[config.mk]
export PLATFORM = sky130hd
export DESIGN_NAME = greedy_earliest_free_machine_scheduler
export DESIGN_NICKNAME = d
export VERILOG_FILES = /design/src/hw/rtl/gefms_pkg.sv /design/src/hw/rtl/gefms_argmin.sv /design/src/hw/rtl/gefms_bank.sv /design/src/hw/rtl/greedy_earliest_free_machine_scheduler.sv
export SDC_FILE = /design/constraint.sdc
export NUM_CORES = 1
export LEC_CHECK = 0
export BUFFER_PORTS_ARGS = -buffer_cell sky130_fd_sc_hd__buf_2
export CORE_AREA = 2 2 313 315
export DETAILED_ROUTE_END_ITERATION = 10
export DIE_AREA = 0 0 315 317
export PLACE_DENSITY_LB_ADDON = 0.05
export SYNTH_ARGS = -nofsm -noshare
export SYNTH_HDL_FRONTEND = slang
export SYNTH_SLANG_ARGS = --single-unit
[constraint.sdc]
create_clock -name clock -period 28.2 [get_ports clock]
set_clock_uncertainty 0.2 [all_clocks]
set_input_delay 5.64 -clock clock [delete_from_list [all_inputs] [get_ports clock]]
set_output_delay 5.64 -clock clock [all_outputs]
set_load 0.02 [all_outputs]
[src/hw/rtl/gefms_pkg.sv]
// Shared types, constants and helpers of the earliest-free machine scheduler.
package gefms_pkg;

   localparam int MAX_MACHINES     = 8;
   localparam int DURATION_BITS    = 16;
   localparam int IDX_BITS         = (MAX_MACHINES > 1) ? $clog2(MAX_MACHINES) : 1;
   localparam int LEAF_COUNT       = 1 << IDX_BITS;
   localparam int ACTIVE_BITS      = 4;
   localparam int IN_DURATION_BITS = 16;
   localparam int JOB_BITS         = 16;
   localparam int MACHINE_BITS     = 3;
   localparam int BUSY_BITS        = 24;
   localparam int SUM_BITS         =
      ((DURATION_BITS > BUSY_BITS) ? DURATION_BITS : BUSY_BITS) + 1;

   localparam logic [ACTIVE_BITS-1:0] ACTIVE_RESET = ACTIVE_BITS'(5);

   typedef enum logic {
      ACTION_SCHEDULE = 1'b0,
      ACTION_CLEAR    = 1'b1
   } action_type;

   typedef logic [DURATION_BITS-1:0] duration_type;
   typedef logic [IDX_BITS-1:0]      index_type;
   typedef logic [BUSY_BITS-1:0]     busy_type;
   typedef logic [JOB_BITS-1:0]      job_type;
   typedef logic [ACTIVE_BITS-1:0]   active_type;

   localparam busy_type BUSY_MAX = '1;

   typedef struct packed {
      logic         vld;
      index_type    idx;
      duration_type val;
   } cand_type;

   typedef struct packed {
      logic         fire;
      logic         clear;
      index_type    pick;
      duration_type least;
      duration_type duration;
   } upd_type;

   // Machine zero always takes part; others below the configured count.
   function automatic logic is_active(input int idx, input active_type count);
      return (idx == 0) || (idx < int'(count));
   endfunction

endpackage

[src/hw/rtl/gefms_argmin.sv]
// Least-remaining-time search over the active machines, lowest index on a tie.
module gefms_argmin (
   input  gefms_pkg::active_type   active_count,
   input  gefms_pkg::duration_type remaining [gefms_pkg::MAX_MACHINES],
   output gefms_pkg::index_type    pick,
   output gefms_pkg::duration_type least
);
   import gefms_pkg::*;

   always_comb begin
      cand_type node [2*LEAF_COUNT];
      cand_type lt;
      cand_type rt;
      node[0] = '0;
      for (int i = 0; i < LEAF_COUNT; i++) begin
         if (i < MAX_MACHINES) begin
            node[LEAF_COUNT+i].vld = is_active(i, active_count);
            node[LEAF_COUNT+i].idx = IDX_BITS'(i);
            node[LEAF_COUNT+i].val = remaining[i];
         end else begin
            node[LEAF_COUNT+i] = '0;
         end
      end
      for (int k = LEAF_COUNT - 1; k >= 1; k--) begin
         lt = node[2*k];
         rt = node[2*k+1];
         if (lt.vld && (!rt.vld || lt.val <= rt.val)) begin
            node[k] = lt;
         end else begin
            node[k] = rt;
         end
      end
      pick  = node[1].idx;
      least = node[1].val;
   end

endmodule

[src/hw/rtl/gefms_bank.sv]
// Per-machine remaining time and busy totals, job counter and their update.
module gefms_bank (
   input  logic                    clock,
   input  logic                    reset,
   input  gefms_pkg::active_type   active_count,
   input  gefms_pkg::upd_type      upd,
   output gefms_pkg::duration_type remaining [gefms_pkg::MAX_MACHINES],
   output gefms_pkg::busy_type     total_in,
   output gefms_pkg::job_type      job_in
);
   import gefms_pkg::*;

   duration_type            rem_ff  [MAX_MACHINES];
   busy_type                busy_ff [MAX_MACHINES];
   job_type                 job_ff;
   logic [SUM_BITS-1:0]     sum;

   assign remaining = rem_ff;
   assign sum       = SUM_BITS'(busy_ff[upd.pick]) + SUM_BITS'(upd.duration);
   assign total_in  = (sum > SUM_BITS'(BUSY_MAX)) ? BUSY_MAX : BUSY_BITS'(sum);
   assign job_in    = job_ff + JOB_BITS'(1);

   always_ff @(posedge clock) begin
      if (reset || (upd.fire && upd.clear)) begin
         for (int i = 0; i < MAX_MACHINES; i++) begin
            rem_ff[i]  <= '0;
            busy_ff[i] <= '0;
         end
         job_ff <= '0;
      end else if (upd.fire) begin
         for (int i = 0; i < MAX_MACHINES; i++) begin
            if (is_active(i, active_count)) begin
               if (IDX_BITS'(i) == upd.pick) begin
                  rem_ff[i] <= upd.duration;
               end else begin
                  rem_ff[i] <= rem_ff[i] - upd.least;
               end
            end
         end
         busy_ff[upd.pick] <= total_in;
         job_ff            <= job_in;
      end
   end

endmodule

[src/hw/rtl/greedy_earliest_free_machine_scheduler.sv]
// Top level of the greedy earliest-free machine scheduler.
//
// Each schedule item goes to the active machine with the least remaining time
// (lowest number on a tie); every active machine's remaining time drops by that
// minimum, the chosen one is loaded with the job's duration, and one result
// carries the machine, the job number since the last clear and the machine's
// saturating busy total. A clear item resets all counters and totals and gives
// no result. One item is accepted every clock while the result side keeps up;
// a schedule item waits in the input register while an unaccepted result holds
// the result register, and a clear item never waits. An accepted item sits in
// the input register, passes through the minimum search tree and state update,
// and a schedule item lands in the result register when it fires. The active
// machine count is to be written by the user through the csr port only while the
// block is idle, which the block itself does not enforce; zero counts as one machine.
module greedy_earliest_free_machine_scheduler (
   input  logic                                    clock,
   input  logic                                    reset,
   input  logic                                    req_valid,
   output logic                                    req_ready,
   input  logic                                    req_action,
   input  logic [gefms_pkg::IN_DURATION_BITS-1:0]  req_job_duration,
   output logic                                    rsp_valid,
   input  logic                                    rsp_ready,
   output logic [gefms_pkg::MACHINE_BITS-1:0]      rsp_machine_number,
   output logic [gefms_pkg::JOB_BITS-1:0]          rsp_job_number,
   output logic [gefms_pkg::BUSY_BITS-1:0]         rsp_machine_busy_total,
   input  logic                                    csr_write_enable,
   input  logic [gefms_pkg::ACTIVE_BITS-1:0]       csr_write_data
);
   import gefms_pkg::*;

   active_type   active_ff;
   logic         in_valid_ff;
   action_type   in_action_ff;
   duration_type in_duration_ff;
   logic         out_valid_ff;
   logic [MACHINE_BITS-1:0] out_machine_ff;
   job_type      out_job_ff;
   busy_type     out_total_ff;

   logic         fire;
   logic         is_clear;
   index_type    pick;
   duration_type least;
   duration_type remaining [MAX_MACHINES];
   busy_type     total_in;
   job_type      job_in;
   upd_type      upd;

   assign is_clear  = (in_action_ff == ACTION_CLEAR);
   assign fire      = in_valid_ff && (is_clear || !out_valid_ff || rsp_ready);
   assign req_ready = !in_valid_ff || fire;

   assign upd.fire     = fire;
   assign upd.clear    = is_clear;
   assign upd.pick     = pick;
   assign upd.least    = least;
   assign upd.duration = in_duration_ff;

   gefms_argmin u_argmin (
      .active_count (active_ff),
      .remaining    (remaining),
      .pick         (pick),
      .least        (least)
   );

   gefms_bank u_bank (
      .clock        (clock),
      .reset        (reset),
      .active_count (active_ff),
      .upd          (upd),
      .remaining    (remaining),
      .total_in     (total_in),
      .job_in       (job_in)
   );

   // hold config
   always_ff @(posedge clock) begin
      if (reset) begin
         active_ff <= ACTIVE_RESET;
      end else if (csr_write_enable) begin
         active_ff <= csr_write_data;
      end
   end

   // input register
   always_ff @(posedge clock) begin
      if (reset) begin
         in_valid_ff <= 1'b0;
      end else if (req_valid && req_ready) begin
         in_valid_ff <= 1'b1;
      end else if (fire) begin
         in_valid_ff <= 1'b0;
      end
      if (req_valid && req_ready) begin
         in_action_ff   <= action_type'(req_action);
         in_duration_ff <= DURATION_BITS'(req_job_duration);
      end
   end

   // result register
   always_ff @(posedge clock) begin
      if (reset) begin
         out_valid_ff <= 1'b0;
      end else if (fire && !is_clear) begin
         out_valid_ff <= 1'b1;
      end else if (rsp_ready) begin
         out_valid_ff <= 1'b0;
      end
      if (fire && !is_clear) begin
         out_machine_ff <= MACHINE_BITS'(pick);
         out_job_ff     <= job_in;
         out_total_ff   <= total_in;
      end
   end

   assign rsp_valid              = out_valid_ff;
   assign rsp_machine_number     = out_machine_ff;
   assign rsp_job_number         = out_job_ff;
   assign rsp_machine_busy_total = out_total_ff;

endmodule

# Word-level counts from Yosys, hierarchy flattened
# Memory sizes are Yosys's and may differ from the RTL's.
# Cells that the tools add are included.
classes:
  addsub: 10
  magnitude_cmp: 15
  n_eq_ne: 7
  n_mux: 28
  reduce_logical: 42
op_table:
  columns: ["operator", "n"]
  rows:
  - ["two-way mux 16 bit", 8]
  - ["subtractor 16 bit", 8]
  - ["two-way mux 20 bit", 6]
  - ["<= comparator 16 bit", 7]
  - ["two-way mux 24 bit", 2]
  - ["adder 24 x 16 -> 25 bit", 1]
  - ["> comparator 25 x 24 -> 1 bit (second input constant)", 1]
  - ["OR reduction 24 bit", 1]
  - ["two-way mux 19 bit", 1]
  - ["adder 16 x 1 -> 16 bit (second input constant)", 1]
  - ["less-than comparator 3 x 4 -> 1 bit (first input constant)", 4]
  - ["AND reduction 2 bit", 7]
  - ["equality test 3 bit (first input constant)", 4]
  - ["logical OR 1 bit", 11]
  - ["logical AND 1 bit", 10]
  - ["logical NOT 1 bit", 10]
  - ["two-way mux 1 bit", 10]
  - ["less-than comparator 2 x 4 -> 1 bit (first input constant)", 2]
  - ["equality test 2 x 3 -> 1 bit (first input constant)", 2]
  - ["less-than comparator 1 x 4 -> 1 bit (first input constant)", 1]
  - ["nonzero test 2 bit", 2]
  - ["equality test 1 x 3 -> 1 bit (first input constant)", 1]
  - ["logical NOT 3 bit", 1]
  - ["two-way mux 3 bit", 1]
totals:
  register_bits: 210
  ramBits: 192
  inputBits: 26
  out_inout_bits: 45
  elab_cells: 120
  mem_count: 1
memory_table:
  columns: ["memory", "words", "width", "read_ports", "rd_ports_with_merged_regs", "write_ports", "line", "rtl"]
  rows:
  - ["u_bank.busy_ff", 8, 24, 1, 0, 8, "gefms_bank.sv:14", "busy_type busy_ff [MAX_MACHINES];"]

# Longest topological paths before layout
# Gate-level depths: netlist of run 1.
# An unclocked memory read counts as a cell.
logic_depth:
  ltp_word: 18
  ltp_mapped: 52
  mapped_depth_nobuf: 45

# Modules after synthesis
# From an unflattened synthesis of run 1, not the netlist that was laid out.
hier_totals:
  hier_cells: 2968
  hier_area_um2: 28054.4
modules_own_cells:
  columns: ["module", "instances", "cells_per_inst", "area_each_um2", "seq_area_each_um2"]
  rows:
  - ["gefms_bank", 1, 2272, 21072.7, 8648.3]
  - ["gefms_argmin", 1, 613, 4928.5, 0.0]
  - ["greedy_earliest_free_machine_scheduler", 1, 83, 2053.2, 1921.8]

# Least setup slack after synthesis of run 1
# OpenSTA, ideal clock, no wires.
synth_path:
  kind: "in2out"
  start: "in rsp_ready"
  end: "out req_ready"
  arrival_ns: 6.109
  t_required_ns: 22.360
  setup_slack_ns: 16.251
  cell_stages: 3
  n_path_buf: 0
  cell_sequence: "nand2b_1 nor2_1 nand2_1"
synth_via:
  elab_chain_cells: 3
synth_rtl:
  columns: ["element", "line", "rtl"]
  rows:
  - ["start, declared", "greedy_earliest_free_machine_scheduler.sv:23", "input logic rsp_ready,"]
  - ["logical OR 1 bit", "greedy_earliest_free_machine_scheduler.sv:51", "assign fire = in_valid_ff && (is_clear || !out_valid_ff || rsp_ready);"]
  - ["logical AND 1 bit", "greedy_earliest_free_machine_scheduler.sv:51", null]
  - ["logical OR 1 bit", "greedy_earliest_free_machine_scheduler.sv:52", "assign req_ready = !in_valid_ff || fire;"]
  - ["end, declared", "greedy_earliest_free_machine_scheduler.sv:19", "output logic req_ready,"]
# Every way passes these cells.

==> results of run 1 <==
flip-flops by register name, indices dropped and copies added (netlist names), 3 cells and up:
name	count
u_bank.job_ff	16
rsp_machine_busy_total	24
u_bank.busy_ff	192
u_bank.remaining	128
rsp_job_number	16
active_ff	4
rsp_machine_number	3
in_duration_ff	16
Yosys cell counts, types with 11 or more instances:
master / count / area [um2]
and3_1: 31 / 194
o311a_1: 11 / 110
or3_1: 17 / 106
xor2_1: 74 / 648
mux2i_1: 70 / 701
nor2b_1: 44 / 275
o211ai_1: 29 / 218
inv_1: 139 / 522
nand2b_1: 16 / 100
or2_2: 12 / 75.1
ha_1: 249 / 3120
nand2_1: 343 / 1290
o21ai_0: 154 / 771
a211oi_1: 113 / 848
buf_1: 14 / 52.6
nand3_1: 88 / 440
clkbuf_1: 115 / 432
o211a_1: 11 / 110
a31oi_1: 20 / 125
xnor2_1: 56 / 490
o21a_1: 30 / 225
nor2_1: 406 / 1520
a21o_1: 40 / 300
mux2_2: 21 / 236
a21oi_1: 201 / 1010
and2_1: 11 / 68.8
edfxtp_1: 252 / 7570
a21boi_0: 18 / 135
nand4_1: 20 / 125
nor3_1: 64 / 320
dfxtp_1: 150 / 3000
clkbuf_2: 14 / 70.1
cells by family (layout without fill, tap and decap cells):
| kind of cell | Yosys count | after routing | share of synthesized area, % |
|---|---|---|---|
| flip-flops | 402 | 402 | 39.4 |
| adder cells (fa/ha/maj) | 258 | 258 | 12.3 |
| AO/OA/AOI/OAI | 716 | 716 | 17.4 |
| multiplexers | 94 | 94 | 3.67 |
| AND/OR/NAND/NOR | 1105 | 1105 | 18.4 |
| buffers and inverters | 304 | 379 | 4.50 |
| other | 0 | 1 | 0 |
| XOR/XNOR | 130 | 130 | 4.25 |
final timing paths:
kind | cells past startpoint | start | endpoint
setup / recovery | 46 | u_bank.remaining[45] | u_bank.busy_ff[6][19]
hold / removal | 2 | u_bank.remaining[48] | u_bank.remaining[48]
setup reg to reg | 46 | u_bank.remaining[45] | u_bank.busy_ff[6][19]
hold reg to reg | 2 | u_bank.remaining[48] | u_bank.remaining[48]
critical path, delay by kind of cell, from the launching register on:
kind | cells | cell delay (ps)
AO/OA/AOI/OAI | 21 | 5450
adder cells (fa/ha/maj) | 4 | 1150
buffers and inverters | 7 | 1840
flip-flops | 1 | 390
multiplexers | 1 | 500
AND/OR/NAND/NOR | 13 | 3140
final cells by class:
| class | count | area share, % |
|---|---|---|
| Multi-Input combinational cell | 2303 | 49.7 |
| Sequential cell | 402 | 34.7 |
| Tap cell | 1276 | 5.24 |
| Clock buffer | 63 | 4.64 |
| Timing Repair Buffer | 132 | 2.68 |
| Inverter | 147 | 1.81 |
| Clock inverter | 37 | 1.26 |
| Antenna cell | 1 | 0.00821 |
cells in the final DEF (no fill, tap or decap), types with 17 or more instances in the layout:
cell type,netlist,final
nor2_1,406,400
nand2_1,343,339
edfxtp_1,252,252
ha_1,249,249
a21oi_1,201,200
o21ai_0,154,152
dfxtp_1,150,150
inv_1,139,138
a211oi_1,113,113
nand3_1,88,88
xor2_1,74,74
buf_2,8,70
mux2i_1,70,69
nor3_1,64,63
buf_4,4,62
xnor2_1,56,56
clkbuf_16,0,54
nor2b_1,44,42
a21o_1,40,39
and3_1,31,31
o21a_1,30,30
o211ai_1,29,29
mux2_2,21,21
a31oi_1,20,20
nand4_1,20,20
a21boi_0,18,18
or3_1,17,17
through the flow:
step	utilization, %	area, um2
after floorplan	-	26800
after CTS	31.7	30500
after detailed placement	29.8	28700
final	31.7	30500
after global routing	31.7	30500
after global placement	29.8	28700
layer usage:
layer	vias to the layer above	routed length, um
met3	129	3840
met5	-	0
met1	10867	47900
met2	465	50000
li1	10888	-
met4	0	2440
==> results.json, run 1 <==
{
  "die_width_um": 315,
  "grt_overflow": 0,
  "worstSetupEndpointType": "register",
  "drv_cap": 0,
  "hold_ws_ps": 276,
  "cts_setup_buffers": 0,
  "initial_utilization_pct": 27.8,
  "multiInputGateArea_um2": 15100,
  "cpPeakStageDelay_ps": 730,
  "syn_avg_cell_area_um2": 8.91,
  "status": "completed",
  "place_congestion": 0.856,
  "clock.fmax_ghz": 0.0767,
  "drtAntennaViolNets": 0,
  "num-fill-cells": 10074,
  "post_drt_wl_per_cell_um": 23.9,
  "syn_inst": 3009,
  "via_count": 22349,
  "cp.arrival_ps": 13210,
  "busiest_layer": "met2",
  "remaining_drc_errors": 0,
  "pre_cts_ws_ps": 15070,
  "period_needed_ps": 13030,
  "grt_usage_pct": 20.8,
  "insertion_delay_ps": 660,
  "ys_seq_area_share_pct": 39.4,
  "grt_max_degree": 73,
  "die_area_um2": 99900,
  "worstSetupPathType": "reg -> reg",
  "synth_ff_type": "edfxtp_1",
  "root_buffer": "clkbuf_16",
  "grt_pass1_vias": 22197,
  "area_delta_synth_final_pct": 13.7,
  "rsz0062_at_grt": "false",
  "crit_fanout": 51,
  "r2r_slack_ps": 15170,
  "coreArea_um2": 96300,
  "use_met3_pct": 2.14,
  "setup_ws_ps": 15170,
  "hold_class": "reg -> reg",
  "worstMarginPinSlew_ps": 1160,
  "cts_tree": "yes",
  "dr.pass1.iters": 5,
  "clock_path_buffers": 3,
  "layout.nets": 3324,
  "postCtsHoldBufs": 0,
  "cts-buffers-inserted": 54,
  "fp.dieH_um": 317,
  "synth_edf_count": 252,
  "wirelength_mm": 104,
  "async_flop_share_pct": 0,
  "place_inst": 4260,
  "max-slew-margin-rel_pct": 23.0,
  "pin_count": 71,
  "period_share_pct": 46.2,
  "yosysWarnings": 0,
  "setup_viol": 0,
  "rows": 114,
  "slowest_stage": "nor4b_1",
  "final.setup.tns_ps": 0,
  "vias_per_cell": 5.12,
  "netlist_area_um2": 26800,
  "finalHoldViolations": 0,
  "drtIter0Drc": 1461,
  "regArea_um2": 10600,
  "required_ps": 28370,
  "met2_usage_pct": 35.9,
  "ys_ff_latch": 402,
  "cts_max_level": 2,
  "port_buffers": 70,
  "ys_types": 86,
  "cts.clk_slew.worst_paths_ps": 60,
  "drive_above_1_share_pct": 10.3,
  "dpl.hpwl_mm": 70.6,
  "use_met1_pct": 27.7,
  "antenna_found_initial": 3,
  "drv_slew": 0,
  "cts-resized-gates": 0,
  "stdcell_count": 4361,
  "clkSinkCount": 402,
  "grt_pass1_wl_mm": 152,
  "cp-start-kind": "register",
  "syn_nets": 3293
}
Power of run 1 is left out: the tool's default activity adds up to more than one toggle a clock period on the data nets, which glitch-free logic cannot reach.
==> inputs of run 2 (changes only) <==
clock period = 13 ns   (was 28.2 ns; I/O delays follow)
==> run 2 against run 1 <==
Compared with the run above: non-clock buffer count grew 29; global-route usage grew 0.34 points; critical path depth shrank 1; fmax grew 9.2%; utilization grew 0.068 points; via count grew 1.4%; clock-buffer cell count grew 4; largest cell class unchanged.
==> results.json, run 2 (same netlist as run 1, synthesis figures left out) <==
{
  "required_ps": 13270,
  "cp-start-kind": "register",
  "layout_commonest_cell": "nor2_1",
  "fin_util_pct": 31.7,
  "worstSetupPathType": "reg -> reg",
  "area_delta_synth_final_pct": 14.0,
  "coreArea_um2": 96300,
  "regMostFlops": "u_bank.busy_ff",
  "cpMostUsedCell": "ha_1",
  "num-fill-cells": 10072,
  "place_congestion": 0.853,
  "cts-buffers-inserted": 53,
  "drv_cap": 0,
  "drtIter0Drc": 1552,
  "post_drt_wl_per_cell_um": 24.2,
  "finalHoldViolations": 0,
  "crit_fanout": 50,
  "clock_path_buffers": 3,
  "layout.nets": 3352,
  "cts.clk_slew.worst_paths_ps": 60,
  "cts_max_level": 2,
  "hold_class": "reg -> reg",
  "antenna_cells": 0,
  "slowest_stage": "o41ai_2",
  "via_count": 22668,
  "crit_buf_inv": 8,
  "period_share_pct": 91.8,
  "grt_usage_pct": 21.1,
  "port_buffers": 70,
  "grt_max_degree": 77,
  "clock.fmax_ghz": 0.0838,
  "worstMarginPinSlew_ps": 1130,
  "grt_pass1_wl_mm": 155,
  "postCtsHoldBufs": 0,
  "cts_tree": "yes",
  "die_width_um": 315,
  "rows": 114,
  "setup_viol": 0,
  "root_buffer": "clkbuf_16",
  "dpl.hpwl_mm": 72.1,
  "pin_count": 71,
  "insertion_delay_ps": 650,
  "largest_reg_flops": 192,
  "drtAntennaViolNets": 0,
  "worstSetupEndpointType": "register",
  "initial_utilization_pct": 27.8,
  "period_needed_ps": 11940,
  "wirelength_mm": 106,
  "max-slew-margin-rel_pct": 24.6,
  "fp.dieH_um": 317,
  "dr.pass1.iters": 5,
  "status": "completed",
  "cp.arrival_ps": 12210,
  "drive_above_1_share_pct": 10.6,
  "die_area_um2": 99900,
  "remaining_drc_errors": 0,
  "drv_slew": 0,
  "clkSinkCount": 402,
  "grt_pass1_vias": 22505,
  "cpPeakStageDelay_ps": 620,
  "vias_per_cell": 5.17,
  "final.setup.tns_ps": 0,
  "grt_overflow": 0,
  "critical_path.top_delay_family": "compound AO/OA/AOI/OAI gates",
  "mostFrequentLayoutCells": "nor2_1 (401), nand2_1 (337), edfxtp_1 (252), ha_1 (249), a21oi_1 (200)",
  "antenna_found_initial": 2,
  "rsz0062_at_grt": "false"
}
## run 2: per-stage QoR
step,area (um2),worst slack [ps],cells,hold WS [ps]
after global routing,30500,286,4385,289
after detailed placement,28900,709,4280,262
after global placement,28900,871,4280,252
after floorplan,26800,2380,3009,245
after CTS,30500,690,4376,270
final,30500,1060,4385,269
## run 2: what timing repair did
item,4_1_cts,5_1_grt
endpoints found under the setup margin,0,111
buffers inserted,0,9
resized for setup,0,1
## run 2: final cells by class
type / count / area [um2] / share of cell area, %
clock buffer: 67 / 1390 / 4.55
clock inverter: 29 / 218 / 0.713
inverter: 147 / 552 / 1.81
multi-input combinational: 2303 / 15100 / 49.6
sequential: 402 / 10600 / 34.6
tap: 1276 / 1600 / 5.23
timing repair buffer: 161 / 1070 / 3.52
## run 2: worst register-to-register path, delay by kind of cell (launching register included)
family / cells / cell delay [ps]
muxes: 3 / 1160
AOI/OAI and AO/OA: 16 / 3870
buffers and inverters: 8 / 2080
and+or+nand+nor: 13 / 2690
adders and majority gates: 5 / 1390
DFF: 1 / 370
## run 2: per-layer routing
layer	global-route usage [%]	wire [um]
met1	28.3	49400
met2	35.9	50200
met3	1.94	3580
met4	6.68	3170
met5	0	0
## run 2: final timing paths
check,start,end,slack [ps],depth (start not counted)
worst max-delay path,u_bank.remaining[47],u_bank.busy_ff[6][2],1060,45
worst min-delay path,u_bank.remaining[48],u_bank.remaining[48],270,2
worst max register to register,u_bank.remaining[47],u_bank.busy_ff[6][2],1060,45
worst min register to register,u_bank.remaining[48],u_bank.remaining[48],270,2
Power of run 2 is left out for the same reason.
